## src/gvt_pkg.sv

```systemverilog
// shared types, constants and helpers for the grid voxel traversal unit
package gvt_pkg;

    // coordinate and register widths
    localparam int COORD_W = 6;
    localparam int POS_W   = COORD_W + 2;
    localparam int ERR_W   = 14;

    // largest grid size honored in either dimension
    localparam logic [COORD_W-1:0] GRID_MAX = 6'd32;

    // most results given for one segment
    localparam logic [COORD_W-1:0] RES_LIMIT = 6'd63;

    // configuration register indexes
    localparam logic [0:0] CFG_GRID_WIDTH  = 1'b0;
    localparam logic [0:0] CFG_GRID_HEIGHT = 1'b1;

    // sequencer states
    typedef enum logic {
        S_IDLE,
        S_WALK
    } gvt_state_t;

    // true when a two's complement position lies in [0, lim)
    function automatic logic in_range(input logic [POS_W-1:0] pos,
                                      input logic [COORD_W-1:0] lim);
        in_range = !pos[POS_W-1] && (pos[POS_W-2:0] < {1'b0, lim});
    endfunction

endpackage

```

## src/grid_voxel_traversal_unit.sv

```systemverilog
// grid voxel traversal unit: walks a segment cell by cell with one shared error adder
//
//   channel  | handshake             | payload
//   ---------+-----------------------+-------------------------------------------------
//   cfg      | cfg_we                | cfg_index, cfg_wdata
//   in       | in_valid / in_ready   | begin_x, begin_y, end_x, end_y
//   out      | out_valid / out_ready | cell_x, cell_y, valid_res, reached_end, last
//
// a segment is loaded while idle, then the walk gives one result beat per cycle unless the
// output register is stalled; the error adder is stepped once per cell
// reset clears the sequencer and the output valid flag and sets both grid sizes to 32
// a stalled output register holds the walk in place; in_ready rises in the same cycle that the
// final beat of a segment enters the output register, while that beat may still wait
module grid_voxel_traversal_unit (
    input  logic                       clk,
    input  logic                       rst_n,
    input  logic                       cfg_we,
    input  logic [0:0]                 cfg_index,
    input  logic [gvt_pkg::COORD_W-1:0] cfg_wdata,
    input  logic                       in_valid,
    output logic                       in_ready,
    input  logic [gvt_pkg::COORD_W-1:0] begin_x,
    input  logic [gvt_pkg::COORD_W-1:0] begin_y,
    input  logic [gvt_pkg::COORD_W-1:0] end_x,
    input  logic [gvt_pkg::COORD_W-1:0] end_y,
    output logic                       out_valid,
    input  logic                       out_ready,
    output logic [gvt_pkg::COORD_W-1:0] cell_x,
    output logic [gvt_pkg::COORD_W-1:0] cell_y,
    output logic                       valid_res,
    output logic                       reached_end,
    output logic                       last
);
    import gvt_pkg::*;

    gvt_state_t state_reg, state_next;

    logic [COORD_W-1:0] gw_reg, gh_reg;
    logic [COORD_W-1:0] gw_eff, gh_eff;

    logic [POS_W-1:0]   cur_x_reg, cur_y_reg, stop_x_reg, stop_y_reg;
    logic [ERR_W-1:0]   err_reg;
    logic [COORD_W-1:0] adx_reg, ady_reg;
    logic               neg_x_reg, neg_y_reg;
    logic [COORD_W-1:0] cnt_reg;

    logic               out_valid_reg;
    logic [COORD_W-1:0] cell_x_reg, cell_y_reg;
    logic               valid_res_reg, reached_end_reg, last_reg;

    logic               in_fire, out_free;
    logic               in_grid_cur, at_stop, step_x;
    logic [POS_W-1:0]   nxt_x, nxt_y;
    logic [ERR_W-1:0]   err_operand, err_sum;
    logic               look_last;
    logic               emit, emit_valid, emit_end, emit_last, advance;

    logic               neg_x_in, neg_y_in, pos_x_in, pos_y_in;
    logic [COORD_W-1:0] adx_in, ady_in;

    // effective grid size after clamping
    assign gw_eff = (gw_reg > GRID_MAX) ? GRID_MAX : gw_reg;
    assign gh_eff = (gh_reg > GRID_MAX) ? GRID_MAX : gh_reg;

    assign in_ready = (state_reg == S_IDLE);
    assign in_fire  = in_valid && in_ready;
    assign out_free = !out_valid_reg || out_ready;

    // segment setup from the input beat
    assign neg_x_in = end_x < begin_x;
    assign neg_y_in = end_y < begin_y;
    assign pos_x_in = end_x > begin_x;
    assign pos_y_in = end_y > begin_y;
    assign adx_in   = neg_x_in ? (begin_x - end_x) : (end_x - begin_x);
    assign ady_in   = neg_y_in ? (begin_y - end_y) : (end_y - begin_y);

    // current cell checks
    assign in_grid_cur = in_range(cur_x_reg, gw_eff) && in_range(cur_y_reg, gh_eff);
    assign at_stop     = (cur_x_reg == stop_x_reg) && (cur_y_reg == stop_y_reg);
    assign step_x      = err_reg[ERR_W-1];

    // shared error adder: add |dy| on an x step, subtract |dx| on a y step
    assign err_operand = step_x ? {{(ERR_W-COORD_W){1'b0}}, ady_reg}
                                : (~{{(ERR_W-COORD_W){1'b0}}, adx_reg} + 1'b1);
    assign err_sum     = err_reg + err_operand;

    // next cell position
    always_comb
    begin
        nxt_x = cur_x_reg;
        nxt_y = cur_y_reg;
        if (step_x)
        begin
            nxt_x = neg_x_reg ? (cur_x_reg - 1'b1) : (cur_x_reg + 1'b1);
        end
        else
        begin
            nxt_y = neg_y_reg ? (cur_y_reg - 1'b1) : (cur_y_reg + 1'b1);
        end
    end

    // a normal cell is final when the limit is hit or the walk leaves the grid
    assign look_last = (cnt_reg == RES_LIMIT - 1'b1)
        || (!(in_range(nxt_x, gw_eff) && in_range(nxt_y, gh_eff))
            && !((nxt_x == stop_x_reg) && (nxt_y == stop_y_reg)));

    // next state
    always_comb
    begin
        state_next = state_reg;
        unique case (state_reg)
            S_IDLE:
            begin
                if (in_valid)
                begin
                    state_next = S_WALK;
                end
            end
            S_WALK:
            begin
                if (emit && emit_last)
                begin
                    state_next = S_IDLE;
                end
            end
            default:
            begin
                state_next = S_IDLE;
            end
        endcase
    end

    // sequencer outputs
    always_comb
    begin
        emit       = 1'b0;
        emit_valid = 1'b0;
        emit_end   = 1'b0;
        emit_last  = 1'b0;
        advance    = 1'b0;
        unique case (state_reg)
            S_IDLE:
            begin
                emit = 1'b0;
            end
            S_WALK:
            begin
                if (out_free)
                begin
                    emit = 1'b1;
                    if (in_grid_cur && !at_stop)
                    begin
                        emit_valid = 1'b1;
                        emit_last  = look_last;
                        advance    = 1'b1;
                    end
                    else if (at_stop)
                    begin
                        emit_valid = 1'b1;
                        emit_end   = 1'b1;
                        emit_last  = 1'b1;
                    end
                    else
                    begin
                        // empty path
                        emit_last = 1'b1;
                    end
                end
            end
            default:
            begin
                emit = 1'b0;
            end
        endcase
    end

    // control registers
    always_ff @(posedge clk or negedge rst_n)
    begin
        if (!rst_n)
        begin
            state_reg     <= S_IDLE;
            out_valid_reg <= 1'b0;
            gw_reg        <= 6'd32;
            gh_reg        <= 6'd32;
            cnt_reg       <= '0;
        end
        else
        begin
            state_reg <= state_next;
            if (emit)
            begin
                out_valid_reg <= 1'b1;
            end
            else if (out_ready)
            begin
                out_valid_reg <= 1'b0;
            end
            if (cfg_we)
            begin
                unique case (cfg_index)
                    CFG_GRID_WIDTH:  gw_reg <= cfg_wdata;
                    CFG_GRID_HEIGHT: gh_reg <= cfg_wdata;
                    default:         gw_reg <= gw_reg;
                endcase
            end
            if (in_fire)
            begin
                cnt_reg <= '0;
            end
            else if (advance)
            begin
                cnt_reg <= cnt_reg + 1'b1;
            end
        end
    end

    // walk datapath and output payload
    always_ff @(posedge clk)
    begin
        if (in_fire)
        begin
            neg_x_reg  <= neg_x_in;
            neg_y_reg  <= neg_y_in;
            adx_reg    <= adx_in;
            ady_reg    <= ady_in;
            cur_x_reg  <= {2'b00, begin_x} - {{(POS_W-1){1'b0}}, neg_x_in};
            cur_y_reg  <= {2'b00, begin_y} - {{(POS_W-1){1'b0}}, neg_y_in};
            stop_x_reg <= {2'b00, end_x} - {{(POS_W-1){1'b0}}, pos_x_in};
            stop_y_reg <= {2'b00, end_y} - {{(POS_W-1){1'b0}}, pos_y_in};
            err_reg    <= {{(ERR_W-COORD_W){1'b0}}, ady_in}
                        - {{(ERR_W-COORD_W){1'b0}}, adx_in};
        end
        else if (advance)
        begin
            cur_x_reg <= nxt_x;
            cur_y_reg <= nxt_y;
            err_reg   <= err_sum;
        end
        if (emit)
        begin
            cell_x_reg      <= emit_valid ? cur_x_reg[COORD_W-1:0] : '0;
            cell_y_reg      <= emit_valid ? cur_y_reg[COORD_W-1:0] : '0;
            valid_res_reg   <= emit_valid;
            reached_end_reg <= emit_end;
            last_reg        <= emit_last;
        end
    end

    assign out_valid   = out_valid_reg;
    assign cell_x      = cell_x_reg;
    assign cell_y      = cell_y_reg;
    assign valid_res   = valid_res_reg;
    assign reached_end = reached_end_reg;
    assign last        = last_reg;

    // the walk never runs past the result limit
    a_cnt_limit: assert property (@(posedge clk) disable iff (!rst_n)
        state_reg == S_WALK |-> cnt_reg < RES_LIMIT)
        else $error("walk count past result limit");

    // an accepted segment always starts a walk with the input side closed
    a_start_walk: assert property (@(posedge clk) disable iff (!rst_n)
        in_fire |=> state_reg == S_WALK && !in_ready)
        else $error("segment accepted without starting a walk");

    // end cell and empty path beats always close the segment
    a_end_is_last: assert property (@(posedge clk) disable iff (!rst_n)
        out_valid_reg && (reached_end_reg || !valid_res_reg) |-> last_reg)
        else $error("end or empty beat not marked last");

    // a cell that is not the end cell lies inside the grid
    a_cell_in_grid: assert property (@(posedge clk) disable iff (!rst_n)
        out_valid_reg && valid_res_reg && !reached_end_reg
        |-> cell_x_reg < gw_eff && cell_y_reg < gh_eff)
        else $error("crossed cell outside grid");

endmodule

```

## config.mk

```make
export PLATFORM = sky130hd
export DESIGN_NAME = grid_voxel_traversal_unit
export DESIGN_NICKNAME = d
export VERILOG_FILES = /design/src/gvt_pkg.sv /design/src/grid_voxel_traversal_unit.sv
export SDC_FILE = /design/constraint.sdc
export NUM_CORES = 1
export LEC_CHECK = 0
export BUFFER_PORTS_ARGS = -buffer_cell sky130_fd_sc_hd__clkbuf_2
export CORE_MARGIN = 2
export CORE_UTILIZATION = 36
export CTS_BUF_LIST = sky130_fd_sc_hd__clkbuf_8
export DETAILED_ROUTE_END_ITERATION = 10
export PLACE_DENSITY = 0.48
export SYNTH_ARGS = -nofsm -noshare
export SYNTH_HDL_FRONTEND = slang
export SYNTH_SLANG_ARGS = --single-unit
```

## constraint.sdc

```tcl
create_clock -name clk -period 6.43 [get_ports clk]
set_input_delay 0.643 -clock clk [delete_from_list [all_inputs] [get_ports clk]]
set_output_delay 0.643 -clock clk [all_outputs]
set_load 0.01 [all_outputs]
```

# After elaboration in Yosys (flattened, before gate mapping)
# Index checks and enable logic that the tools add are counted.
# totals
register_bits	95
inputBits	36
output_inout_bits	17
word_cells	115
# op_classes
n_addsub	16
n_lt_le_gt_ge	10
eq_ne	5
muxes	34
bitwise_logic	4
reduce_logical	27
# op_table
op	count
two-way mux 8 bit	8
two-way mux 14 bit	3
two-way mux 6 bit	6
equality test 8 bit	4
less-than comparator 7 x 6 -> 1 bit	4
subtractor 6 x 1 -> 7 bit	4
subtractor 6 bit	4
adder 8 x 1 -> 8 bit (second input constant)	2
subtractor 8 x 1 -> 8 bit (second input constant)	2
two-way mux 1 bit	15
adder 14 x 1 -> 14 bit (second input constant)	1
adder 14 bit	1
NOT 6 -> 14 bit	1
greater-than comparator 6 bit	2
greater-than comparator 6 bit (second input constant)	2
logical AND 1 bit	12
less-than comparator 6 bit	2
logical NOT 1 bit	8
subtractor 6 x 6 -> 7 bit	1
adder 6 x 1 -> 6 bit (second input constant)	1
equality test 6 bit (second input constant)	1
one-hot mux 1 bit (2 select lines)	2
AND reduction 2 bit	2
nonzero test 2 bit	2
other kinds (3)	6

# Depth between registers and ports, before layout
# Gate-level depths: netlist of the first run.
# logic_depth
ltp_word	15
depth_mapped	19
depth_no_buf	19

# Worst setup path before layout of the first run
# No wires, ideal clock.
# synth_timing
path_type	input to register
from	input port end_y[0] (netlist bit)
to	register err_reg[12], data pin
setup_time_ps	152
arrival_ps	3602
t_required_ps	6278
path_slack_ps	2676
cell_stages	17
n_path_buf	0
path_cell_list	inv_1 ha_1 inv_1 fa_1 a21o_1 a21oi_2 o21ai_4 mux2_1 a22oi_1 nand2_1 xnor2_1 ha_1 o21ai_0 nand2b_1 a21o_1 a211o_1 o21ai_0
# synth_via
elab_chain_cells	4
word_cells_on_any_way	6
classes_between	add/sub: 3; order compare: 1; mux: 2
# synth_lines
element	line	source
start, declared	grid_voxel_traversal_unit.sv:25	input logic [gvt_pkg::COORD_W-1:0] end_y,
subtractor 6 bit or less-than comparator 6 bit (tied branches)	grid_voxel_traversal_unit.sv:75, grid_voxel_traversal_unit.sv:71	
two-way mux 6 bit *	grid_voxel_traversal_unit.sv:75	assign ady_in = neg_y_in ? (begin_y - end_y) : (end_y - begin_y);
named net ady_in[3]	grid_voxel_traversal_unit.sv:59	logic [COORD_W-1:0] adx_in, ady_in;
subtractor 6 x 6 -> 7 bit *	grid_voxel_traversal_unit.sv:232	- {{(ERR_W-COORD_W){1'b0}}, adx_in};
two-way mux 14 bit *	grid_voxel_traversal_unit.sv:221	if (in_fire)
end signal, assigned	grid_voxel_traversal_unit.sv:231	err_reg <= {{(ERR_W-COORD_W){1'b0}}, ady_in}
end signal, assigned	grid_voxel_traversal_unit.sv:238	err_reg <= err_sum;
end, declared	grid_voxel_traversal_unit.sv:42	logic [ERR_W-1:0] err_reg;
# The timed path passes the listed nets; every way through them passes the cells marked *.
# A chain may end at the register's enable or synchronous reset.

# Worst setup path in the final report of the first run
# layout_timing
from	input port end_y[0] (netlist bit)
to	register err_reg[8], data pin
# The elaborated chain is that of the path after synthesis.

==> flow_metrics.tcl, run 1 <==
set metrics [dict create \
    grt_max_degree 38 \
    instances_no_fill 1091 \
    min_path_type "in -> async" \
    final_cell_mix "ha_1 (85), edfxtp_1 (73), inv_1 (61)" \
    ys_ff_latch 93 \
    post_cts_resized 0 \
    synth_edf_count 73 \
    dp_hpwl_um 15000 \
    crit-reg2reg-launch "err_reg[13]" \
    holdBufCountCts 0 \
    synth_nets 892 \
    nets 945 \
    tns_ps 0 \
    layout_commonest_cell "ha_1" \
    post_cts_buffers 0 \
    clock_latency_ps 390 \
    via_count 5785 \
    drv_cap 0 \
    timing.final.max_slew_violations 0 \
    die_w_um 148 \
    clkSlewWorstSetupHoldPaths_ps 110 \
    cp_data_required_time_ps 6650 \
    seq_power_share 0.303 \
    core_um2 20400 \
    cts_tree "built" \
    period_minus_slack_ps 4000 \
    route.detailed.drc 0 \
    fin_crit_sh 0.622 \
    crit_start "end_y[0]" \
    status "finished, final reports clean" \
    dp_cells 1075 \
    hold_viol_final 0 \
    rows 52 \
    cts_max_level 3 \
    n_antenna_cell 0 \
    path_cells "clkbuf_2, inv_1, ha_1, inv_1, fa_1, a21o_1, a21oi_2, o21ai_4, mux2_1, a22oi_1, nand2_1, xnor2_1, ha_1, o21ai_0, nand2b_1, a21o_1, a211o_1, o21ai_0" \
    drt_iter0_markers 398 \
    antenna_found_initial 0 \
    grt_util_all_layers 0.179 \
    die_area_um2 22000 \
    switching_share 0.452 \
    gp_congestion 0.859 \
    ys_seq_area_frac 0.359 \
    path_class "in -> reg" \
    max_slew_margin 0.439 \
    cts_inserted_buffers 9 \
    largest_register_ffs 14 \
    drtPass1Iterations 5 \
    layout-drive-gt1-share 0.143 \
    synthArstFlopShare 0.215 \
    initial_core_util 0.368 \
    vdd_ir_drop_max_mv 0.164 \
    areaGrowthSynthToFinish_pct 10.2 \
    synth_area_um2 7500 \
    final_antenna_net_count 0 \
    p_int_mw 1.99 \
    clock_sinks 93 \
    combPwrFrac 0.576 \
    setup_viol 0 \
    ys_warn_count 0 \
    crit_fanout 9 \
    post-route-util 0.406 \
    crit_arrival_ps 4230 \
    yosysUniqueCellTypes 80 \
    hold_ws_ps 197 \
    drt-wirelength-per-cell_um 17.5 \
    synth_ff_type "edfxtp_1" \
    rsz0062_at_grt "false" \
    vias_per_cell 5.30 \
    power_density_nw_per_um2 439 \
    grt_pass1_wl_um 30800 \
    grt_pass1_vias 5786 \
    routed_wl_um 19100 \
    tightestPinTransition_ps 841 \
    crit_path_start_kind "primary input" \
    power_frac_clock 0.121 \
    die-height_um 148 \
    fmax_mhz 250 \
    total_leakage_power_nw 3.51 \
    synth_area_per_cell_um2 9.83 \
    ioPinCount 53 \
    skew_ps 8.82 \
    netlist_instances 763 \
    cts_root_buffer "clkbuf_8" \
    clock_path_buffers 2 \
    power_switching_mw 1.64 \
    crit_slowest_cell "a211o_1" \
    overflow 0 \
    portBuffers 52 \
    end_kind "register" \
    crit_path_max_incr_delay_ps 400 \
]
-- cell usage after synthesis (3+ instances only) --
library cell	count	share of area
mux2i_1	8	0.011
o21ai_0	34	0.023
dfrtp_1	18	0.060
or3_1	5	0.0042
edfxtp_1	73	0.29
o21ai_1	4	0.0027
nand2_1	60	0.030
and3_1	6	0.0050
o211ai_1	6	0.0060
xor2_1	36	0.042
clkbuf_1	9	0.0045
a21o_1	11	0.011
a221oi_2	3	0.0060
mux2_2	18	0.027
fa_1	8	0.021
nor2b_1	12	0.010
a31oi_1	12	0.010
nor4b_1	6	0.0070
nor4_1	6	0.0050
inv_1	62	0.031
nor3_1	22	0.015
a21oi_2	3	0.0035
nand3_1	12	0.0080
o21a_1	3	0.0030
o22ai_1	3	0.0025
o31ai_1	4	0.0040
a211oi_1	9	0.0090
nor2_1	58	0.029
o21bai_1	3	0.0030
and2_1	16	0.013
nand4_1	7	0.0058
nor3b_1	4	0.0040
or2_2	3	0.0025
nand2b_1	5	0.0042
ha_1	85	0.14
xnor2_1	37	0.043
buf_6	3	0.0045
a21oi_1	41	0.027
-- power by group through the flow --
stage / logic [mW] / registers, mW / clock network (mW)
after floorplan: 1.58 / 1.06 / 0
after global placement: 2.02 / 1.11 / 0
after detailed placement: 2.09 / 1.12 / 0
after CTS: 2.10 / 1.10 / 0.456
after global routing: 2.36 / 1.13 / 0.477
final: 2.09 / 1.10 / 0.440
-- final cells by class --
cell class	instances	area, um^2
inverter	62	233
fill	2038	12100
clock buffer	9	124
tap	270	338
sequential	93	2700
multi-input combinational	594	4500
clock inverter	7	87.6
timing repair buffer	56	290
-- per-stage QoR --
step	power [mW]	worst slack [ps]	area (um^2)
floorplan	2.64	2680	7500
detailed placement	3.21	2060	8050
global placement	3.13	2240	8050
CTS	3.66	2460	8270
global route	3.96	2190	8270
finish	3.63	2430	8270
-- critical path, delay by kind of cell --
kind                       cells  cell delay [ps]
AOI/OAI and AO/OA              8             1640
xor gates and xnor gates       1              250
adders and majority gates      3              880
buffers and inverters          3              240
muxes                          1              350
and+or+nand+nor                2              210
-- cells by family after synthesis --
family | after synthesis | share of synthesized area
simple gates | 237 | 0.161
compound gates | 163 | 0.149
fa+ha+maj | 93 | 0.163
flops | 93 | 0.359
buf+inv | 76 | 0.0412
xor+xnor | 73 | 0.0852
mux | 28 | 0.0412
-- layer usage --
| metal | GRT usage | routed length [um] | vias up |
|---|---|---|---|
| met5 | 0 | 0 | - |
| met2 | 0.279 | 8550 | 99 |
| met1 | 0.262 | 9630 | 2815 |
| met4 | 0.0371 | 114 | 0 |
| met3 | 0.0291 | 775 | 8 |
| li1 | - | - | 2863 |
-- final timing paths --
kind / depth (start not counted) / end / slack [ps]
min in group clk: 3 / gw_reg[5] / 480
min reg2reg: 1 / gw_reg[1] / 520
max in group asynchronous: 1 / gw_reg[5] / 5870
max reg2reg: 12 / last / 2680
max: 18 / err_reg[8] / 2430
min: 1 / out_valid / 200
(Power assumes the default switching activity.)
==> run 2: changes to the inputs <==
--- a/config.mk
+++ b/config.mk
@@ -10,7 +10,7 @@
 export CORE_UTILIZATION = 36
 export CTS_BUF_LIST = sky130_fd_sc_hd__clkbuf_8
 export DETAILED_ROUTE_END_ITERATION = 10
-export PLACE_DENSITY = 0.48
+export PLACE_DENSITY = 0.5
 export SYNTH_ARGS = -nofsm -noshare
 export SYNTH_HDL_FRONTEND = slang
 export SYNTH_SLANG_ARGS = --single-unit
==> constraint.sdc (replaced) <==
create_clock -name clk -period 3.4 [get_ports clk]
set_input_delay 0.34 -clock clk [delete_from_list [all_inputs] [get_ports clk]]
set_output_delay 0.34 -clock clk [all_outputs]
set_load 0.01 [all_outputs]
==> run 2 against run 1 <==
First-iteration DRC count is 17% lower. Hold slack worse by 32 ps. Via count is 5.1% higher. Global-route usage is 0.67 points higher. Sequential power is 82% higher. Final cell count is 7.5% higher. Cell area is 8.7% higher. Combinational power is 120% higher. Clock-buffer cell count stayed put. Register-to-register slack worse by 2500 ps. Critical path type is now reg -> reg. Largest cell class unchanged.
==> flow_metrics.tcl, run 2 (synthesis gave the netlist of run 1 again) <==
set metrics [dict create \
    status "finished, final reports clean" \
    die_w_um 148 \
    power_density_nw_per_um2 816 \
    areaGrowthSynthToFinish_pct 19.8 \
    cts_inserted_buffers 9 \
    r2r_slack_ps 150 \
    largest_register_ffs 14 \
    end_kind "register" \
    cp_data_required_time_ps 3560 \
    multi_input_area_um2 4590 \
    rows 52 \
    max_slew_margin 0.470 \
    clock_path_buffers 2 \
    tightestPinTransition_ps 793 \
    skew_ps 23.1 \
    n_antenna_cell 0 \
    r2r-end "last" \
    fillCellCount 1967 \
    clock_latency_ps 400 \
    total_leakage_power_nw 3.92 \
    route.detailed.drc 0 \
    ioPinCount 53 \
    fin_crit_sh 0.956 \
    antenna_found_initial 0 \
    tns_ps 0 \
    overflow 0 \
    grt_pass1_vias 6128 \
    die_area_um2 22000 \
    grt_max_degree 39 \
    crit_fanout 4 \
    grt_pass1_wl_um 32100 \
    hold_ws_ps 166 \
    nets 1027 \
    portBuffers 52 \
    routed_wl_um 19900 \
    core_um2 20400 \
    hold_viol_final 0 \
    final_cell_mix "ha_1 (82), buf_4 (82), edfxtp_1 (73)" \
    crit-reg2reg-launch "cur_x_reg[1]" \
    path_class "reg -> reg" \
    rr_worst_depth 13 \
    initial_core_util 0.368 \
    die-height_um 148 \
    via_count 6081 \
    vias_per_cell 5.18 \
    hold_path_depth 3 \
    drt_iter0_markers 332 \
    regArea_um2 2700 \
    grt_util_all_layers 0.185 \
    clock_sinks 93 \
    clkSlewWorstSetupHoldPaths_ps 120 \
    fmax_mhz 308 \
    cts_tree "built" \
    drt-wirelength-per-cell_um 17.0 \
    gp_congestion 0.903 \
    whs_endpoint "gw_reg[5]" \
    setup_viol 0 \
    period_minus_slack_ps 3250 \
    layout-drive-gt1-share 0.239 \
    cts_root_buffer "clkbuf_8" \
    timing.final.max_slew_violations 0 \
    crit_arrival_ps 3410 \
    crit_path_start_kind "register" \
    final_antenna_net_count 0 \
    worstHoldStart "cfg_wdata[5]" \
    dp_hpwl_um 15700 \
    cts_max_level 3 \
    vdd_ir_drop_max_mv 0.299 \
    drv_cap 0 \
    drtPass1Iterations 6 \
    min_path_type "in -> reg" \
]
[run 2: cell count changes in the layout (fill, tap and decap cells not counted), sizes merged]
cell	previous run	this run
inv	68	66
dlygate4sd3	0	1
buf	4	84
clkbuf	61	62
bufinv	1	0
clkinv	0	3
[run 2: worst max path at each step]
stage	startpoint	end	depth (start not counted)
global placement	end_y[0]	err_reg[11]	18
detailed placement	end_y[0]	err_reg[9]	18
global route	cur_x_reg[1]	last	12
CTS	neg_x_reg	last	12
floorplan	end_y[0]	err_reg[12]	17
finish	cur_x_reg[1]	last	13
[run 2: where the power goes]
part / internal [mW] / leakage, nW / switching [mW]
Sequential: 1.76 / 0.938 / 0.238
Combinational: 2.03 / 2.88 / 2.52
Clock: 0.294 / 0.104 / 0.502
[run 2: cell type report]
class | instances | area share
clock buffer | 9 | 0.0138
clock inverter | 7 | 0.00877
inverter | 62 | 0.0259
multi-input combinational | 594 | 0.511
sequential | 93 | 0.300
tap | 270 | 0.0376
timing repair buffer | 138 | 0.104
[run 2: stage by stage]
stage / instances / total power [mW] / utilization / setup slack (ps) / area, um^2
6_report: 1173 / 7.34 / 0.441 / 150 / 8990
5_1_grt: 1173 / 7.99 / 0.441 / -25.7 / 8990
4_1_cts: 1167 / 7.22 / 0.435 / 50.8 / 8860
3_5_place_dp: 1150 / 6.40 / 0.425 / -343 / 8650
3_3_place_gp: 1150 / 6.29 / 0.425 / -293 / 8650
2_1_floorplan: 763 / 5.00 / - / 3.40 / 7510
[run 2: timing repair]
action,CTS,global route
setup buffers,0,6
hold endpoints to repair,18,0
hold buffers,1,0
resized for setup,0,26
setup endpoints to repair,0,12
[run 2: metal layers]
layer / global-route usage / vias to the layer above / share of wire
li1: - / 3030 / -
met1: 0.266 / 2941 / 0.50
met5: 0 / - / 0
met3: 0.0252 / 14 / 0.030
met2: 0.298 / 96 / 0.46
met4: 0.0424 / 0 / 0.0093
[run 2: worst max-delay path, cell delays in order, from the launching register on]
cell      delay (ps)
edfxtp_1         490
buf_4            180
ha_1             310
a21oi_1          290
and3b_1          240
a211oi_4         190
inv_1             80
ha_1             190
a21o_1           190
a211oi_2         220
nand2_1           90
nor4_2           220
a31oi_1          150
o21a_1           160
